`config.mk`:
```
export PLATFORM = sky130hd
export DESIGN_NAME = cpu_clock_and_stepper_flat
export DESIGN_NICKNAME = d
export VERILOG_FILES = /design/src/sv/cas_pkg.sv /design/src/sv/cas_if.sv /design/src/sv/cas_div.sv /design/src/sv/cas_step.sv /design/src/sv/cpu_clock_and_stepper.sv /design/src/flat_wrapper.sv
export SDC_FILE = /design/constraint.sdc
export NUM_CORES = 1
export LEC_CHECK = 0
export BUFFER_PORTS_ARGS = -buffer_cell sky130_fd_sc_hd__buf_2
export CORE_UTILIZATION = 25
export DETAILED_ROUTE_END_ITERATION = 6
export GPL_TIMING_DRIVEN = 0
export PLACE_DENSITY = 0.42
export SETUP_SLACK_MARGIN = 0.15
export SLEW_MARGIN = 10
export SYNTH_ARGS = -nofsm -noshare
export SYNTH_HDL_FRONTEND = slang
export SYNTH_SLANG_ARGS = --single-unit
```
`constraint.sdc`:
```
create_clock -name clk -period 9.16 [get_ports clk]
set_clock_uncertainty 0.2 [all_clocks]
set_input_delay 1.832 -clock clk [delete_from_list [all_inputs] [get_ports clk]]
set_output_delay 1.832 -clock clk [all_outputs]
set_load 0.005 [all_outputs]
```
`src/sv/cas_pkg.sv`:
```
`timescale 1ns / 1ps
// ----------------------------------------------------------------------------
// cas_pkg: shared types and constants of the CPU clock and stepper
// Register indexes, reset values, divider widths and the control structs
// that run between the sequencer, the divider and the stepper.
// ----------------------------------------------------------------------------
package cas_pkg;

	localparam int TIMER_BITS_DEF = 16;

	// Shared divider: 10-bit dividend, 12-bit divisor.
	localparam int NUM_W = 10;
	localparam int DEN_W = 12;

	localparam int CFG_W     = 16;
	localparam int CFG_IDX_W = 2;

	localparam int HZ_W       = 10;
	localparam int SLOWDOWN_W = 8;
	localparam int DEBOUNCE_W = 16;
	localparam int STEP_W     = 3;
	localparam int QCOUNT_W   = 32;
	localparam int BITS_W     = 8;

	localparam logic [NUM_W-1:0]      MS_PER_SECOND  = NUM_W'(1000);
	localparam logic [HZ_W-1:0]       CLOCK_HZ_RST   = HZ_W'(1);
	localparam logic [SLOWDOWN_W-1:0] SLOWDOWN_RST   = SLOWDOWN_W'(1);
	localparam logic [DEBOUNCE_W-1:0] DEBOUNCE_RST   = DEBOUNCE_W'(50);
	localparam logic [STEP_W-1:0]     STEP_LAST      = STEP_W'(6);
	localparam logic [STEP_W-1:0]     STEP_FIRST     = STEP_W'(1);
	localparam logic [1:0]            PHASE_SET      = 2'd1;
	localparam logic [1:0]            PHASE_IDLE     = 2'd3;
	localparam logic [1:0]            PHASE_STEP     = 2'd0;

	typedef enum logic [CFG_IDX_W-1:0] {
		REG_MANUAL_MODE = 2'd0,
		REG_CLOCK_HZ    = 2'd1,
		REG_SLOWDOWN    = 2'd2,
		REG_DEBOUNCE_MS = 2'd3
	} reg_index_t;

	typedef enum logic {
		OP_TICK    = 1'b0,
		OP_RESTART = 1'b1
	} op_t;

	typedef struct packed {
		logic             start;
		logic [NUM_W-1:0] num;
		logic [DEN_W-1:0] den;
	} div_req_t;

	typedef struct packed {
		logic             done;
		logic [NUM_W-1:0] quo;
	} div_rsp_t;

	typedef struct packed {
		logic advance;
		logic restart;
	} step_ctl_t;

endpackage

```
`src/sv/cas_if.sv`:
```
`timescale 1ns / 1ps
// ----------------------------------------------------------------------------
// cas_if: item and result channels of the CPU clock and stepper
// Valid/ready channels; a transaction completes when valid and ready are high.
// ----------------------------------------------------------------------------
interface cas_item_if;
	logic valid;
	logic ready;
	logic op;
	logic button_level;

	modport source (output valid, output op, output button_level, input ready);
	modport sink (input valid, input op, input button_level, output ready);
endinterface

interface cas_result_if;
	logic              valid;
	logic              ready;
	logic [7:0]        clock_bits;
	logic              new_bits;
	logic              waiting;
	logic signed [31:0] quarter_ticks;

	modport source (output valid, output clock_bits, output new_bits, output waiting,
		output quarter_ticks, input ready);
	modport sink (input valid, input clock_bits, input new_bits, input waiting,
		input quarter_ticks, output ready);
endinterface

```
`src/sv/cas_div.sv`:
```
`timescale 1ns / 1ps
// ----------------------------------------------------------------------------
// cas_div: shared restoring divider
// One quotient bit per cycle; done is high for a single cycle, registered together with the last bit.
// ----------------------------------------------------------------------------
module cas_div (
	input  logic              clk,
	input  logic              arst_n,
	input  cas_pkg::div_req_t req,
	output cas_pkg::div_rsp_t rsp
);

	localparam int NW  = cas_pkg::NUM_W;
	localparam int DW  = cas_pkg::DEN_W;
	localparam int CNW = $clog2(NW + 1);

	logic [DW-1:0]  rem_q;
	logic [NW-1:0]  quo_q;
	logic [DW-1:0]  den_q;
	logic [CNW-1:0] cnt_q;
	logic           busy_q;
	logic           done_q;

	logic [DW:0] shifted;
	logic [DW:0] diff;
	logic        fits;

	always_comb begin
		shifted = {rem_q, quo_q[NW-1]};
		diff    = shifted - {1'b0, den_q};
		fits    = (shifted >= {1'b0, den_q});
	end

	always_ff @(posedge clk or negedge arst_n) begin
		if (!arst_n) begin
			busy_q <= 1'b0;
			done_q <= 1'b0;
			cnt_q  <= '0;
		end else begin
			done_q <= 1'b0;
			if (req.start) begin
				busy_q <= 1'b1;
				cnt_q  <= CNW'(NW);
			end else if (busy_q) begin
				cnt_q <= cnt_q - CNW'(1);
				if (cnt_q == CNW'(1)) begin
					busy_q <= 1'b0;
					done_q <= 1'b1;
				end
			end
		end
	end

	// The partial remainder always stays below the divisor, so DW bits hold it.
	always_ff @(posedge clk) begin
		if (req.start) begin
			rem_q <= '0;
			quo_q <= req.num;
			den_q <= req.den;
		end else if (busy_q) begin
			rem_q <= fits ? diff[DW-1:0] : shifted[DW-1:0];
			quo_q <= {quo_q[NW-2:0], fits};
		end
	end

	assign rsp.done = done_q;
	assign rsp.quo  = quo_q;

endmodule

```
`src/sv/cas_step.sv`:
```
`timescale 1ns / 1ps
// ----------------------------------------------------------------------------
// cas_step: four-phase clock and six-step stepper
// Holds the quarter tick count, the step number and the last output pattern.
// ----------------------------------------------------------------------------
module cas_step (
	input  logic                                clk,
	input  logic                                arst_n,
	input  cas_pkg::step_ctl_t                  ctl,
	output logic [cas_pkg::BITS_W-1:0]          bits,
	output logic [cas_pkg::QCOUNT_W-1:0]        qcount
);

	logic [cas_pkg::QCOUNT_W-1:0] qcount_q;
	logic [cas_pkg::STEP_W-1:0]   step_q;
	logic [cas_pkg::BITS_W-1:0]   bits_q;

	logic [cas_pkg::QCOUNT_W-1:0] qcount_d;
	logic [1:0]                   phase;
	logic [cas_pkg::STEP_W-1:0]   step_d;
	logic [5:0]                   step_hot;

	always_comb begin
		qcount_d = qcount_q + cas_pkg::QCOUNT_W'(1);
		phase    = qcount_d[1:0];
		step_d   = step_q;
		if (phase == cas_pkg::PHASE_STEP) begin
			step_d = (step_q >= cas_pkg::STEP_LAST) ? cas_pkg::STEP_FIRST
				: step_q + cas_pkg::STEP_W'(1);
		end
		// Step 1 lights bit 7, step 6 lights bit 2.
		step_hot = '0;
		if (step_d >= cas_pkg::STEP_FIRST && step_d <= cas_pkg::STEP_LAST) begin
			step_hot = 6'b100000 >> (step_d - cas_pkg::STEP_FIRST);
		end
	end

	always_ff @(posedge clk or negedge arst_n) begin
		if (!arst_n) begin
			qcount_q <= '1;
			step_q   <= '0;
			bits_q   <= '0;
		end else if (ctl.restart) begin
			qcount_q <= '1;
			step_q   <= '0;
		end else if (ctl.advance) begin
			qcount_q <= qcount_d;
			step_q   <= step_d;
			bits_q   <= {step_hot, phase != cas_pkg::PHASE_IDLE, phase == cas_pkg::PHASE_SET};
		end
	end

	assign bits   = bits_q;
	assign qcount = qcount_q;

endmodule

```
`src/sv/cpu_clock_and_stepper.sv`:
```
`timescale 1ns / 1ps
// ----------------------------------------------------------------------------
// cpu_clock_and_stepper: clock and stepper generator for a teaching CPU
// Turns millisecond ticks and restarts into four-phase clock patterns.
// ----------------------------------------------------------------------------
// Usage:
// Each transaction on the item channel is either a one millisecond tick that
// carries the raw level of the manual clock button, or a restart. Every item
// yields exactly one transaction on the result channel: the current clock
// pattern, whether a quarter tick fired, the waiting lamp and the quarter tick
// count since restart minus one.
// Configuration registers (manual mode, clock frequency, slowdown, debounce
// time) are written through the plain write port; the user must write them
// only while no item is in flight, as the block itself does not enforce it.
// The automatic period is found with two divisions on one shared restoring
// divider, one quotient bit per cycle: clock_hz / slowdown, then 1000 /
// (4 * rate). The block takes one item at a time and accepts the next one
// only after the previous result has been offered.
// A result waits in the output register while the receiver stalls; the next
// item is still accepted and computed, but its state update is held until
// the waiting result has been taken.
// After reset the block is in automatic mode with the waiting lamp on, the
// quarter count all ones and the output pattern zero; it is ready at once.
// ----------------------------------------------------------------------------
module cpu_clock_and_stepper #(
	parameter int TIMER_BITS = cas_pkg::TIMER_BITS_DEF
) (
	input  logic                               clk,
	input  logic                               arst_n,
	cas_item_if.sink                           item,
	cas_result_if.source                       result,
	input  logic                               cfg_wr_en,
	input  logic [cas_pkg::CFG_IDX_W-1:0]      cfg_index,
	input  logic [cas_pkg::CFG_W-1:0]          cfg_data
);

	localparam int CMP_W = (TIMER_BITS > cas_pkg::DEBOUNCE_W) ? TIMER_BITS
		: cas_pkg::DEBOUNCE_W;
	localparam int THR_W = (TIMER_BITS > cas_pkg::NUM_W) ? TIMER_BITS : cas_pkg::NUM_W;

	// One-hot sequencer states.
	typedef enum logic [3:0] {
		ST_IDLE = 4'b0001,
		ST_DIV1 = 4'b0010,
		ST_DIV2 = 4'b0100,
		ST_FIN  = 4'b1000
	} state_t;

	state_t state_q;

	// Configuration registers.
	logic                              manual_q;
	logic [cas_pkg::HZ_W-1:0]          clock_hz_q;
	logic [cas_pkg::SLOWDOWN_W-1:0]    slowdown_q;
	logic [cas_pkg::DEBOUNCE_W-1:0]    debounce_q;

	// Captured item.
	logic op_q;
	logic level_q;

	// Clock state.
	logic                  started_q;
	logic [TIMER_BITS-1:0] elapsed_q;
	logic                  stable_q;
	logic                  previous_q;
	logic [TIMER_BITS-1:0] since_q;
	logic                  waiting_q;
	logic                  div_ok_q;

	// Result register.
	logic out_valid_q;
	logic new_bits_q;

	cas_pkg::div_req_t  div_req;
	cas_pkg::div_rsp_t  div_rsp;
	cas_pkg::step_ctl_t step_ctl;

	logic [cas_pkg::BITS_W-1:0]   step_bits;
	logic [cas_pkg::QCOUNT_W-1:0] step_qcount;

	logic                        go;
	logic [cas_pkg::NUM_W-1:0]   rate;
	logic [cas_pkg::DEN_W-1:0]   period_div;
	logic [TIMER_BITS-1:0]       elapsed_inc;
	logic [TIMER_BITS-1:0]       since_inc;
	logic [TIMER_BITS-1:0]       since_now;
	logic                        press;
	logic                        fire;
	logic                        started_d;
	logic [TIMER_BITS-1:0]       elapsed_d;
	logic                        stable_d;
	logic                        previous_d;
	logic [TIMER_BITS-1:0]       since_d;
	logic                        waiting_d;

	cas_div u_div (
		.clk    (clk),
		.arst_n (arst_n),
		.req    (div_req),
		.rsp    (div_rsp)
	);

	cas_step u_step (
		.clk    (clk),
		.arst_n (arst_n),
		.ctl    (step_ctl),
		.bits   (step_bits),
		.qcount (step_qcount)
	);

	// The state update of an item is applied only once the previous result
	// has left the output register, so the stepper registers can feed the
	// result channel directly.
	assign go = (state_q == ST_FIN) && (!out_valid_q || result.ready);

	// A zero slowdown, or a frequency below the slowdown, stops the automatic clock.
	assign rate       = (slowdown_q == '0) ? '0 : div_rsp.quo;
	assign period_div = {rate, 2'b00};

	always_comb begin
		div_req.start = 1'b0;
		div_req.num   = clock_hz_q;
		div_req.den   = cas_pkg::DEN_W'(slowdown_q);
		if (state_q == ST_IDLE && item.valid) begin
			div_req.start = 1'b1;
		end else if (state_q == ST_DIV1) begin
			div_req.start = div_rsp.done;
			div_req.num   = cas_pkg::MS_PER_SECOND;
			div_req.den   = period_div;
		end
	end

	// Next clock state for the captured item.
	always_comb begin
		elapsed_inc = (elapsed_q == '1) ? elapsed_q : elapsed_q + TIMER_BITS'(1);
		since_inc   = (since_q == '1) ? since_q : since_q + TIMER_BITS'(1);
		since_now   = (level_q != previous_q) ? '0 : since_inc;
		press       = (CMP_W'(since_now) > CMP_W'(debounce_q)) && (level_q != stable_q);

		started_d  = started_q;
		elapsed_d  = elapsed_q;
		stable_d   = stable_q;
		previous_d = previous_q;
		since_d    = since_q;
		waiting_d  = waiting_q;
		fire       = 1'b0;

		if (op_q == cas_pkg::OP_RESTART) begin
			started_d  = 1'b0;
			elapsed_d  = '0;
			stable_d   = manual_q;
			previous_d = manual_q;
			waiting_d  = 1'b1;
		end else if (!manual_q) begin
			since_d = since_inc;
			if (!started_q) begin
				// The first tick after a restart only turns the lamp off.
				started_d = 1'b1;
				waiting_d = 1'b0;
				elapsed_d = elapsed_inc;
			end else begin
				fire      = div_ok_q
					&& (THR_W'(elapsed_inc) >= THR_W'(div_rsp.quo));
				elapsed_d = fire ? '0 : elapsed_inc;
			end
		end else begin
			elapsed_d  = elapsed_inc;
			since_d    = since_now;
			previous_d = level_q;
			if (press) begin
				stable_d = level_q;
			end
			fire = press && level_q;
		end
	end

	assign step_ctl.restart = go && (op_q == cas_pkg::OP_RESTART);
	assign step_ctl.advance = go && fire;

	always_ff @(posedge clk or negedge arst_n) begin
		if (!arst_n) begin
			state_q     <= ST_IDLE;
			manual_q    <= 1'b0;
			clock_hz_q  <= cas_pkg::CLOCK_HZ_RST;
			slowdown_q  <= cas_pkg::SLOWDOWN_RST;
			debounce_q  <= cas_pkg::DEBOUNCE_RST;
			started_q   <= 1'b0;
			elapsed_q   <= '0;
			stable_q    <= 1'b0;
			previous_q  <= 1'b0;
			since_q     <= '0;
			waiting_q   <= 1'b1;
			div_ok_q    <= 1'b0;
			out_valid_q <= 1'b0;
			new_bits_q  <= 1'b0;
		end else begin
			if (cfg_wr_en) begin
				unique case (cas_pkg::reg_index_t'(cfg_index))
					cas_pkg::REG_MANUAL_MODE: manual_q   <= cfg_data[0];
					cas_pkg::REG_CLOCK_HZ:    clock_hz_q <= cfg_data[cas_pkg::HZ_W-1:0];
					cas_pkg::REG_SLOWDOWN:    slowdown_q <= cfg_data[cas_pkg::SLOWDOWN_W-1:0];
					cas_pkg::REG_DEBOUNCE_MS: debounce_q <= cfg_data;
				endcase
			end

			// A new result loaded in the same cycle keeps the register full.
			if (result.valid && result.ready && !go) begin
				out_valid_q <= 1'b0;
			end

			unique case (state_q)
				ST_IDLE: begin
					if (item.valid) begin
						state_q <= ST_DIV1;
					end
				end
				ST_DIV1: begin
					if (div_rsp.done) begin
						div_ok_q <= (period_div != '0);
						state_q  <= ST_DIV2;
					end
				end
				ST_DIV2: begin
					if (div_rsp.done) begin
						state_q <= ST_FIN;
					end
				end
				ST_FIN: begin
					if (go) begin
						started_q   <= started_d;
						elapsed_q   <= elapsed_d;
						stable_q    <= stable_d;
						previous_q  <= previous_d;
						since_q     <= since_d;
						waiting_q   <= waiting_d;
						new_bits_q  <= fire;
						out_valid_q <= 1'b1;
						state_q     <= ST_IDLE;
					end
				end
				default: state_q <= ST_IDLE;
			endcase
		end
	end

	always_ff @(posedge clk) begin
		if (item.valid && item.ready) begin
			op_q    <= item.op;
			level_q <= item.button_level;
		end
	end

	assign item.ready           = (state_q == ST_IDLE);
	assign result.valid         = out_valid_q;
	assign result.clock_bits    = step_bits;
	assign result.new_bits      = new_bits_q;
	assign result.waiting       = waiting_q;
	assign result.quarter_ticks = $signed(step_qcount);

endmodule

```
`src/flat_wrapper.sv`:
```
// flat-port wrapper written by rule: the top's interface ports become plain ports
module cpu_clock_and_stepper_flat 
#(
	parameter int TIMER_BITS = cas_pkg::TIMER_BITS_DEF
)
  (clk, arst_n, cfg_wr_en, cfg_index, cfg_data, item_valid, item_op, item_button_level, item_ready, result_valid, result_clock_bits, result_new_bits, result_waiting, result_quarter_ticks, result_ready);
  cas_item_if item_i ();
  cas_result_if result_i ();
  input  logic clk;
  input  logic arst_n;
  input  logic cfg_wr_en;
  input  logic [cas_pkg::CFG_IDX_W-1:0] cfg_index;
  input  logic [cas_pkg::CFG_W-1:0] cfg_data;
  input wire logic [$bits(item_i.valid)-1:0] item_valid;
  input wire logic [$bits(item_i.op)-1:0] item_op;
  input wire logic [$bits(item_i.button_level)-1:0] item_button_level;
  output wire logic [$bits(item_i.ready)-1:0] item_ready;
  output wire logic [$bits(result_i.valid)-1:0] result_valid;
  output wire logic [$bits(result_i.clock_bits)-1:0] result_clock_bits;
  output wire logic [$bits(result_i.new_bits)-1:0] result_new_bits;
  output wire logic [$bits(result_i.waiting)-1:0] result_waiting;
  output wire logic [$bits(result_i.quarter_ticks)-1:0] result_quarter_ticks;
  input wire logic [$bits(result_i.ready)-1:0] result_ready;
  assign item_i.valid = item_valid;
  assign item_i.op = item_op;
  assign item_i.button_level = item_button_level;
  assign item_ready = item_i.ready;
  assign result_valid = result_i.valid;
  assign result_clock_bits = result_i.clock_bits;
  assign result_new_bits = result_i.new_bits;
  assign result_waiting = result_i.waiting;
  assign result_quarter_ticks = result_i.quarter_ticks;
  assign result_i.ready = result_ready;
  cpu_clock_and_stepper #(.TIMER_BITS(TIMER_BITS)) u_core (.clk(clk), .arst_n(arst_n), .item(item_i), .result(result_i), .cfg_wr_en(cfg_wr_en), .cfg_index(cfg_index), .cfg_data(cfg_data));
endmodule
```
==> results of run 1 <==
==> stage by stage <==
step / hold slack [ns] / total power, µW
final: 0.2658 / 2487
after CTS: 0.2658 / 2528
after global placement: 0.2543 / 1754
after detailed placement: 0.2539 / 1760
after floorplan: 0.2335 / 1539
after global routing: 0.2924 / 2665
==> cell families (layout without fill, tap and decap cells) <==
| logic type | count (synthesis) | in the layout | share of synthesized area |
|---|---|---|---|
| DFF | 163 | 163 | 0.4256 |
| and+or+nand+nor | 384 | 384 | 0.1983 |
| xor gates and xnor gates | 28 | 28 | 0.02492 |
| muxes | 93 | 93 | 0.1006 |
| AOI/OAI and AO/OA | 212 | 212 | 0.1409 |
| adders and majority gates | 50 | 50 | 0.06434 |
| buffers and inverters | 111 | 212 | 0.04539 |
==> where the power goes <==
group	internal, µW	switching, µW	leakage (µW)
logic	327	455	0.00253
registers	881	73.9	0.00185
clock network	435	315	0.000284
total	1640	844	0.00466
==> critical path, stage by stage, from the launching register on <==
cell      delay (ns)
dfrtp_1         0.32
clkbuf_1        0.27
and4_1          0.24
clkbuf_1        0.21
nand4_1         0.16
nor3_1          0.68
nor2_1          0.36
nand3_1         0.24
xnor2_1         0.17
nor2_1          0.07
ha_1            0.32
nand4_1         0.14
or4_1           0.47
a21oi_1         0.15
o31a_1          0.26
nand2_1         0.19
a21oi_1         0.30
buf_2           0.32
mux2_2          0.38
==> routing by layer <==
layer,track usage,vias to the layer above
met5,0,-
met3,0.02424,25
met4,0.03899,0
met2,0.2318,72
met1,0.1919,3788
li1,-,3919
==> worst paths after layout <==
path / cells after the start / endpoint / slack, ns
hold / removal: 2 / u_core.u_div.rem_q[11]$_SDFFE_PN0P_ / 0.27
min in group asynchronous: 1 / u_core.u_step.bits[1]$_DFFE_PN0P_ / 1.10
setup / recovery: 18 / u_core.u_step.bits[3]$_DFFE_PN0P_ / 3.59
setup reg to reg: 18 / u_core.u_step.bits[3]$_DFFE_PN0P_ / 3.59
hold reg to reg: 2 / u_core.u_div.rem_q[11]$_SDFFE_PN0P_ / 0.27
max in group asynchronous: 2 / u_core.debounce_q[1]$_DFFE_PN1P_ / 6.86
==> layout make-up <==
| class | count | area, µm² |
|---|---|---|
| inverters | 63 | 236.5 |
| clock buffers | 22 | 454.2 |
| repair buffers | 69 | 377.9 |
| plain buffers | 48 | 210.2 |
| multi-input cells | 767 | 5206 |
| well taps | 518 | 648.1 |
| fillers | 4174 | 27280 |
| flip-flops and latches | 163 | 4188 |
| clock inverters | 10 | 135.1 |
==> registers in the layout, summed over array words and instances (netlist names), 3 cells and up <==
signal and flops:
u_core.u_step.step_q 3, u_core.u_div.rem_q 12, u_core.u_div.den_q 12, u_core.u_div.quo_q 10, u_core.slowdown_q 8, u_core.since_q 16, u_core.elapsed_q 16, u_core.clock_hz_q 10
u_core.state_q 4, u_core.debounce_q 16, u_core.u_step.qcount 32, u_core.u_div.cnt_q 4, u_core.u_step.bits 8
==> layout by cell type (no fill, tap or decap), types with 42 or more instances in the layout <==
cell type  instances
mux2_2            47
dfrtp_1           88
inv_1             63
buf_2             76
mux2i_1           46
a21oi_1           79
ha_1              49
nor2_1           103
o21ai_0           42
nand2_1           82
==> flow_metrics.py, run 1 <==
metrics = {
    "die": {
        "fp.dieW_um": 200.4,
        "ios": 69,
        "core-area_mm2": 0.03874,
        "dieArea_mm2": 0.04016,
        "fp.dieH_um": 200.4,
        "start_util": 0.2540,
        "num_rows": 72,
    },
    "power": {
        "vdd_drop_max_v": 0.0001371,
        "p_per_area_mw_per_mm2": 217.1,
        "p_leak_uw": 0.004662,
    },
    "route": {
        "dr.first_iter.drc_count": 451,
        "routed_wl_mm": 27.29,
        "met3_length_um": 531,
        "viasPerCell": 4.701,
        "dr.max_layer_used": "met4",
        "via_count": 7804,
        "wl_met1_mm": 13.45,
        "routedWlPerCell_um": 16.44,
        "drc": 0,
        "dr.pass1.iters": 5,
        "wl_met2_mm": 12.94,
        "ant_nets": 0,
    },
    "place": {
        "dpl.cell_count": 1628,
        "dpl.hpwl_mm": 19.86,
        "gp_congestion": 0.7642,
        "io_buffers": 68,
        "place_area_mm2": 0.01087,
        "preCtsSetupSlack_ns": 3.557,
    },
    "yosys": {
        "synth_top_area_cell": "dfrtp_1",
        "syn_area_mm2": 0.009841,
        "yosysWarnings": 0,
        "synth-seq-area-share": 0.4256,
        "synth_area_leaders": "dfrtp_1, dfstp_2, edfxtp_1",
        "syn_nets": 1116,
        "avgSynthCellArea_um2": 9.453,
        "syn_inst": 1041,
        "synth_common_cells": "nor2_1, dfrtp_1, nand2_1",
        "synth-edff-count": 24,
        "synth_flop_cell": "dfrtp_1",
        "ys_ff_latch": 163,
        "netlist-cell-type-count": 70,
        "synth_most_common_cell": "nor2_1",
        "yosys.area.top_type_share": 0.2238,
        "async_reset_ff_frac": 0.7791,
    },
    "timing": {
        "finalSetupTns_ns": 0,
        "max_freq_ghz": 0.1795,
        "tightest_slew_ns": 1.107,
        "max_slew_margin": 0.2517,
        "finalMaxSlewViolations": 0,
        "fin_crit_sh": 0.6082,
        "period_needed_ns": 5.571,
        "rsz0062_at_grt": "no",
        "finalSetupViolations": 0,
        "setup_slack_ns": 3.589,
        "hold_violations": 0,
    },
    "min_path": {
        "hp-start": "u_core.u_div.rem_q[11]$_SDFFE_PN0P_",
        "hp-class": "reg2reg",
    },
    "layout": {
        "nets": 1204,
        "finalInstanceArea_mm2": 0.01146,
        "n_antenna_cell": 0,
        "syn2layout_area_growth_pct": 16.41,
        "stdcell_count": 1660,
        "final_util": 0.2957,
        "layout-drive-gt1-share": 0.1891,
    },
    "grt": {
        "grt_pass1_wl_mm": 45.12,
        "antenna_found_initial": 0,
        "grt_pass1_vias": 8017,
        "grt_max_degree": 82,
        "grt.total_usage": 0.1417,
        "grt.overflow.total": 0,
    },
    "outcome": {
        "status": "finished, final reports clean",
    },
    "critical_path": {
        "crit_arrival_ns": 5.69,
        "crit_type": "reg2reg",
        "cp.required_ns": 9.28,
        "worstPathMaxFanout": 10,
        "start_kind": "flop",
        "worstReg2RegStart": "u_core.since_q[3]$_DFFE_PN0P_",
        "crit_path_start": "u_core.since_q[3]$_DFFE_PN0P_",
        "cp-end-kind": "flop",
    },
    "clocking": {
        "clock-root-buffer": "clkbuf_16",
        "holdBufCountCts": 0,
        "post_cts_buffers": 0,
        "clk_latency_ns": 0.45,
        "clock_path_buffers": 2,
        "cts_buffers": 17,
        "cts_tree": "done",
        "cts.sinks": 163,
        "cts.clk_slew.worst_paths_ns": 0.07,
        "post_cts_resized": 0,
        "cts.htree.levels": 4,
    },
    "flow_run": {
        "drv_cap": 0,
    },
}
Power figures use the tool's default switching activity.
==> inputs of run 2 (changes only) <==
clock period = 5.6 ns   (was 9.16 ns; I/O delays follow)
==> run 2 against run 1 <==
Power increased by 64%. Count of clock-buffer cells in the layout stayed put. Core utilization rose by 0.071 points. Worst setup slack worse by 3.0 ns. Critical path depth unchanged. Largest power group unchanged.
==> flow_metrics.py, run 2 (synthesis results as in run 1) <==
metrics = {
    "min_path": {
        "whs_path_depth": 2,
        "hold-path-endpoint": "u_core.u_div.rem_q[11]$_SDFFE_PN0P_",
        "hp-class": "reg2reg",
        "hp-start": "u_core.u_div.rem_q[11]$_SDFFE_PN0P_",
    },
    "critical_path": {
        "cp.required_ns": 5.77,
        "start_kind": "flop",
        "crit_type": "reg2reg",
        "cp-end-kind": "flop",
        "r2r_end": "u_core.u_step.qcount[24]$_DFFE_PN1P_",
        "worstReg2RegStart": "u_core.since_q[3]$_DFFE_PN0P_",
        "ff2ff_path_depth": 18,
        "worstPathMaxFanout": 10,
        "crit_arrival_ns": 5.21,
        "r2r_slack_ns": 0.55,
    },
    "die": {
        "num_rows": 72,
        "ios": 69,
        "start_util": 0.2540,
        "core-area_mm2": 0.03874,
        "fp.dieW_um": 200.4,
        "fp.dieH_um": 200.4,
        "dieArea_mm2": 0.04016,
    },
    "timing": {
        "period_needed_ns": 5.047,
        "setup_slack_ns": 0.5530,
        "max_slew_margin": 0.2517,
        "fin_crit_sh": 0.9013,
        "finalSetupViolations": 0,
        "max_freq_ghz": 0.1981,
        "fin_hold_ws_ns": 0.2658,
        "rsz0062_at_grt": "no",
        "finalMaxSlewViolations": 0,
        "tightest_slew_ns": 1.107,
        "hold_violations": 0,
    },
    "clocking": {
        "cts.clk_slew.worst_paths_ns": 0.07,
        "clock_path_buffers": 2,
        "cts_buffers": 17,
        "clock-root-buffer": "clkbuf_16",
        "cts.htree.levels": 4,
        "cts_tree": "done",
        "clk_latency_ns": 0.45,
        "cts.sinks": 163,
    },
    "route": {
        "routedWlPerCell_um": 16.46,
        "via_count": 7855,
        "dr.first_iter.drc_count": 469,
        "drc": 0,
        "dr.pass1.iters": 5,
        "viasPerCell": 4.732,
        "routed_wl_mm": 27.33,
        "ant_nets": 0,
    },
    "layout": {
        "nets": 1204,
        "final_common_cell": "nor2_1",
        "regArea_mm2": 0.004188,
        "final_util": 0.2964,
        "layout-drive-gt1-share": 0.1935,
        "syn2layout_area_growth_pct": 16.69,
        "final.fill_count": 4177,
        "final_cell_mix": "nor2_1, dfrtp_1, nand2_1",
        "multiInputGateArea_mm2": 0.005228,
        "n_antenna_cell": 0,
        "largest_reg_flops": 32,
        "stdcell_count": 1660,
    },
    "flow_run": {
        "drv_cap": 0,
    },
    "grt": {
        "top_usage_layer": "met2",
        "grt_pass1_wl_mm": 45.13,
        "use_met2": 0.2318,
        "grt.total_usage": 0.1417,
        "antenna_found_initial": 0,
        "grt.overflow.total": 0,
        "grt_pass1_vias": 8019,
        "grt_max_degree": 82,
        "use_met1": 0.1919,
        "grt_use_met3": 0.02424,
    },
    "place": {
        "dpl.cell_count": 1628,
        "preCtsSetupSlack_ns": -0.002637,
        "dpl.hpwl_mm": 19.86,
        "gp_congestion": 0.7642,
        "io_buffers": 68,
    },
    "power": {
        "total_power_uw": 4068,
        "p_per_area_mw_per_mm2": 354.3,
        "vdd_drop_max_v": 0.0002241,
        "p_leak_uw": 0.004667,
    },
    "outcome": {
        "status": "finished, final reports clean",
    },
}
==> run 2: cell count changes in the layout (fill, tap and decap cells not counted), sizes merged <==
cell and delta:
buf -2, clkbuf +2
==> run 2: area by class of cell <==
type                       count  area share
clock inverter                10     0.01177
clock buffer                  22     0.03955
tap                          518     0.05644
timing repair buffer          69     0.03290
buffer                        48     0.01885
sequential                   163      0.3647
multi-input combinational    767      0.4552
inverter                      63     0.02059
==> run 2: worst max path at each step <==
stage | start | to | slack (ns) | cells past startpoint
2_1_floorplan | u_core.since_q[3]$_DFFE_PN0P_ | u_core.u_step.qcount[24]$_DFFE_PN1P_ | 1.03 | 18
3_5_place_dp | u_core.since_q[3]$_DFFE_PN0P_ | u_core.u_step.bits[3]$_DFFE_PN0P_ | -0.003 | 18
4_1_cts | u_core.since_q[3]$_DFFE_PN0P_ | u_core.u_step.bits[3]$_DFFE_PN0P_ | 0.22 | 19
3_3_place_gp | u_core.since_q[3]$_DFFE_PN0P_ | u_core.u_step.bits[5]$_DFFE_PN0P_ | -0.06 | 18
6_report | u_core.since_q[3]$_DFFE_PN0P_ | u_core.u_step.qcount[24]$_DFFE_PN1P_ | 0.55 | 18
5_1_grt | u_core.since_q[3]$_DFFE_PN0P_ | u_core.u_step.qcount[19]$_DFFE_PN1P_ | 0.17 | 20
==> run 2: repair_timing <==
action | in CTS | in global routing
buffers inserted | 0 | 0
setup endpoints to repair | 24 | 37
hold buffers | 0 | 0
resized for setup | 1 | 8
==> run 2: metal layers <==
| metal | wire [µm] | vias up | part of all wire |
|---|---|---|---|
| met2 | 12930 | 94 | 0.47 |
| met1 | 13420 | 3813 | 0.49 |
| met5 | 0 | - | 0 |
| met3 | 609 | 25 | 0.022 |
| met4 | 370 | 0 | 0.014 |
| li1 | - | 3923 | - |
==> run 2: through the flow <==
step	instance area (µm²)	TNS [ns]
final	11480	0
after global routing	11480	0
after CTS	11460	0
after detailed placement	10870	-0.002637
after global placement	10830	-0.4291
after floorplan	9841	0
==> run 2: worst max-delay path, stage by stage, from the launching register on <==
cell	delay, ns
dfrtp_1	0.32
clkbuf_2	0.18
and4_1	0.19
clkbuf_1	0.21
nand4_1	0.17
nor3_2	0.46
nor2_1	0.28
nand3_1	0.21
xnor2_1	0.17
nor2_1	0.07
ha_1	0.32
nand4_1	0.15
or4_1	0.47
a21oi_1	0.15
o31a_1	0.25
nand2_1	0.20
clkbuf_4	0.28
a2111oi_1	0.44
mux2i_1	0.25
==> run 2: power breakdown <==
| part | internal [µW] | switching (µW) | total, µW |
|---|---|---|---|
| clock | 712 | 516 | 1230 |
| sequential | 1440 | 121 | 1560 |
| combinational | 535 | 744 | 1280 |
| total | 2690 | 1380 | 4070 |
==> inputs of run 3 (changes only) <==
clock period = 5.85 ns   (was 5.6 ns; I/O delays follow)
==> run 3 against run 2 <==
Fmax decreased by 5.1%. Sequential power decreased by 4%. Critical endpoint is now u_core.u_step.bits[3]$_DFFE_PN0P_. Sequential cell count unchanged. Critical path type unchanged. Final cell count unchanged. Clock power decreased by 4%.
==> flow_metrics.py, run 3 (synthesis results as in run 1) <==
metrics = {
    "timing": {
        "finalSetupTns_ns": 0,
        "max_freq_ghz": 0.1879,
        "fin_crit_sh": 0.9096,
        "finalSetupViolations": 0,
        "hold_violations": 0,
        "rsz0062_at_grt": "no",
        "period_needed_ns": 5.321,
        "fin_hold_ws_ns": 0.2658,
        "finalMaxSlewViolations": 0,
        "tightest_slew_ns": 1.100,
        "max_slew_margin": 0.2560,
    },
    "layout": {
        "n_antenna_cell": 0,
        "stdcell_count": 1660,
        "syn2layout_area_growth_pct": 16.48,
        "multiInputGateArea_mm2": 0.005213,
        "nets": 1204,
        "layout-drive-gt1-share": 0.1900,
        "final.fill_count": 4174,
        "final_cell_mix": "nor2_1, dfrtp_1, nand2_1",
        "final_util": 0.2959,
        "final_common_cell": "nor2_1",
        "largest_reg_flops": 32,
        "regArea_mm2": 0.004188,
    },
    "grt": {
        "grt_pass1_wl_mm": 45.12,
        "antenna_found_initial": 0,
        "grt.overflow.total": 0,
        "grt_max_degree": 82,
        "grt_pass1_vias": 8017,
        "grt.total_usage": 0.1417,
    },
    "critical_path": {
        "r2r_end": "u_core.u_step.bits[3]$_DFFE_PN0P_",
        "r2r_slack_ns": 0.53,
        "cp.required_ns": 5.97,
        "crit_type": "reg2reg",
        "crit_path_frequent_cell": "clkbuf_1",
        "worstPathCellList": "clkbuf_1, and4_1, clkbuf_1, and4_1, clkbuf_1, nand4_1, nor3_1, nand3_1, o21ai_0, nor2_1, ha_1, nand4_1, or4_1, a21oi_1, o31a_1, nand2_1, a21oi_1, buf_2, mux2_2",
        "worstReg2RegStart": "u_core.since_q[3]$_DFFE_PN0P_",
        "ff2ff_path_depth": 19,
        "worstPathMaxFanout": 10,
        "crit_path_start": "u_core.since_q[3]$_DFFE_PN0P_",
        "crit_arrival_ns": 5.44,
        "cp_slowest_stage_delay_ns": 0.59,
        "start_kind": "flop",
        "cp-end-kind": "flop",
        "cp_slowest_cell": "or4_1",
    },
    "route": {
        "drc": 0,
        "ant_nets": 0,
        "routed_wl_mm": 27.28,
        "routedWlPerCell_um": 16.44,
        "viasPerCell": 4.707,
        "dr.pass1.iters": 4,
        "dr.first_iter.drc_count": 466,
        "via_count": 7814,
    },
    "clocking": {
        "post_cts_buffers": 0,
        "cts.sinks": 163,
        "cts.htree.levels": 4,
        "cts_buffers": 17,
        "cts.clk_slew.worst_paths_ns": 0.07,
        "cts_tree": "done",
        "clk_latency_ns": 0.45,
        "clock_path_buffers": 2,
        "clock-root-buffer": "clkbuf_16",
    },
    "power": {
        "pwr-share-comb": 0.314,
        "power_frac_seq": 0.384,
        "internal_power_uw": 2573,
        "sw_frac_of_total": 0.3394,
        "vdd_drop_max_v": 0.0002148,
        "p_clk_frac": 0.302,
        "p_per_area_mw_per_mm2": 339.8,
        "p_sw_uw": 1322,
        "p_leak_uw": 0.004662,
    },
    "die": {
        "dieArea_mm2": 0.04016,
        "ios": 69,
        "core-area_mm2": 0.03874,
        "fp.dieW_um": 200.4,
        "start_util": 0.2540,
        "fp.dieH_um": 200.4,
        "num_rows": 72,
    },
    "place": {
        "dpl.cell_count": 1628,
        "dpl.hpwl_mm": 19.86,
        "io_buffers": 68,
        "gp_congestion": 0.7642,
    },
    "min_path": {
        "hp-class": "reg2reg",
        "hp-start": "u_core.u_div.rem_q[11]$_SDFFE_PN0P_",
        "hold-path-endpoint": "u_core.u_div.rem_q[11]$_SDFFE_PN0P_",
        "whs_path_depth": 2,
    },
    "outcome": {
        "status": "finished, final reports clean",
    },
    "flow_run": {
        "drv_cap": 0,
    },
}
[run 3: cell types whose count changed in the layout (fill, tap and decap cells not counted), sizes merged]
cell and delta:
buf +2, clkbuf -2
[run 3: timing repair]
| item | CTS | global route |
|---|---|---|
| endpoints found under the hold margin | 0 | 0 |
| hold buffers | 0 | 0 |
| endpoints found under the setup margin | 0 | 40 |
| resized for setup | 0 | 2 |
[run 3: final cells by class]
type	count	share of cell area
Buffer	48	0.01834
Clock buffer	22	0.03962
Clock inverter	10	0.01179
Inverter	63	0.02063
Multi-Input combinational cell	767	0.4548
Sequential cell	163	0.3654
Tap cell	518	0.05654
Timing Repair Buffer	69	0.03297
[run 3: power groups by stage]
| stage | Combinational [µW] | Clock [µW] | Sequential [µW] |
|---|---|---|---|
| 2_1_floorplan | 935 | 0 | 1470 |
| 3_3_place_gp | 1230 | 0 | 1510 |
| 3_5_place_dp | 1240 | 0 | 1510 |
| 4_1_cts | 1250 | 1210 | 1500 |
| 5_1_grt | 1400 | 1250 | 1520 |
| 6_report | 1220 | 1180 | 1490 |
[run 3: stage by stage]
| stage | power [µW] | worst slack [ns] | instance area [µm²] |
|---|---|---|---|
| after floorplan | 2409 | 1.284 | 9841 |
| after global placement | 2747 | 0.1861 | 10830 |
| after detailed placement | 2756 | 0.2474 | 10870 |
| after CTS | 3958 | 0.1923 | 11460 |
| after global routing | 4172 | 0.1501 | 11460 |
| final | 3895 | 0.5290 | 11460 |
[run 3: worst max path at each step]
stage,end,slack (ns),cells past startpoint
5_1_grt,u_core.u_step.qcount[19]$_DFFE_PN1P_,0.15,20
3_3_place_gp,u_core.u_step.bits[5]$_DFFE_PN0P_,0.19,18
3_5_place_dp,u_core.u_step.bits[3]$_DFFE_PN0P_,0.25,18
2_1_floorplan,u_core.u_step.qcount[24]$_DFFE_PN1P_,1.28,18
4_1_cts,u_core.u_step.bits[3]$_DFFE_PN0P_,0.19,18
6_report,u_core.u_step.bits[3]$_DFFE_PN0P_,0.53,19
[run 3: critical path: cells and delay by family, from the launching register on]
| kind | cells | cell delay [ns] |
|---|---|---|
| buffers and inverters | 4 | 1.02 |
| and+or+nand+nor | 9 | 2.14 |
| muxes | 1 | 0.38 |
| adders and majority gates | 1 | 0.34 |
| AOI/OAI and AO/OA | 4 | 0.80 |
| DFF | 1 | 0.32 |
[run 3: layer usage]
| layer | vias up | GRT usage | routed length [µm] |
|---|---|---|---|
| met4 | 0 | 0.03899 | 386 |
| li1 | 3918 | - | - |
| met2 | 89 | 0.2318 | 12870 |
| met3 | 28 | 0.02424 | 589 |
| met5 | - | 0 | 0 |
| met1 | 3779 | 0.1919 | 13440 |
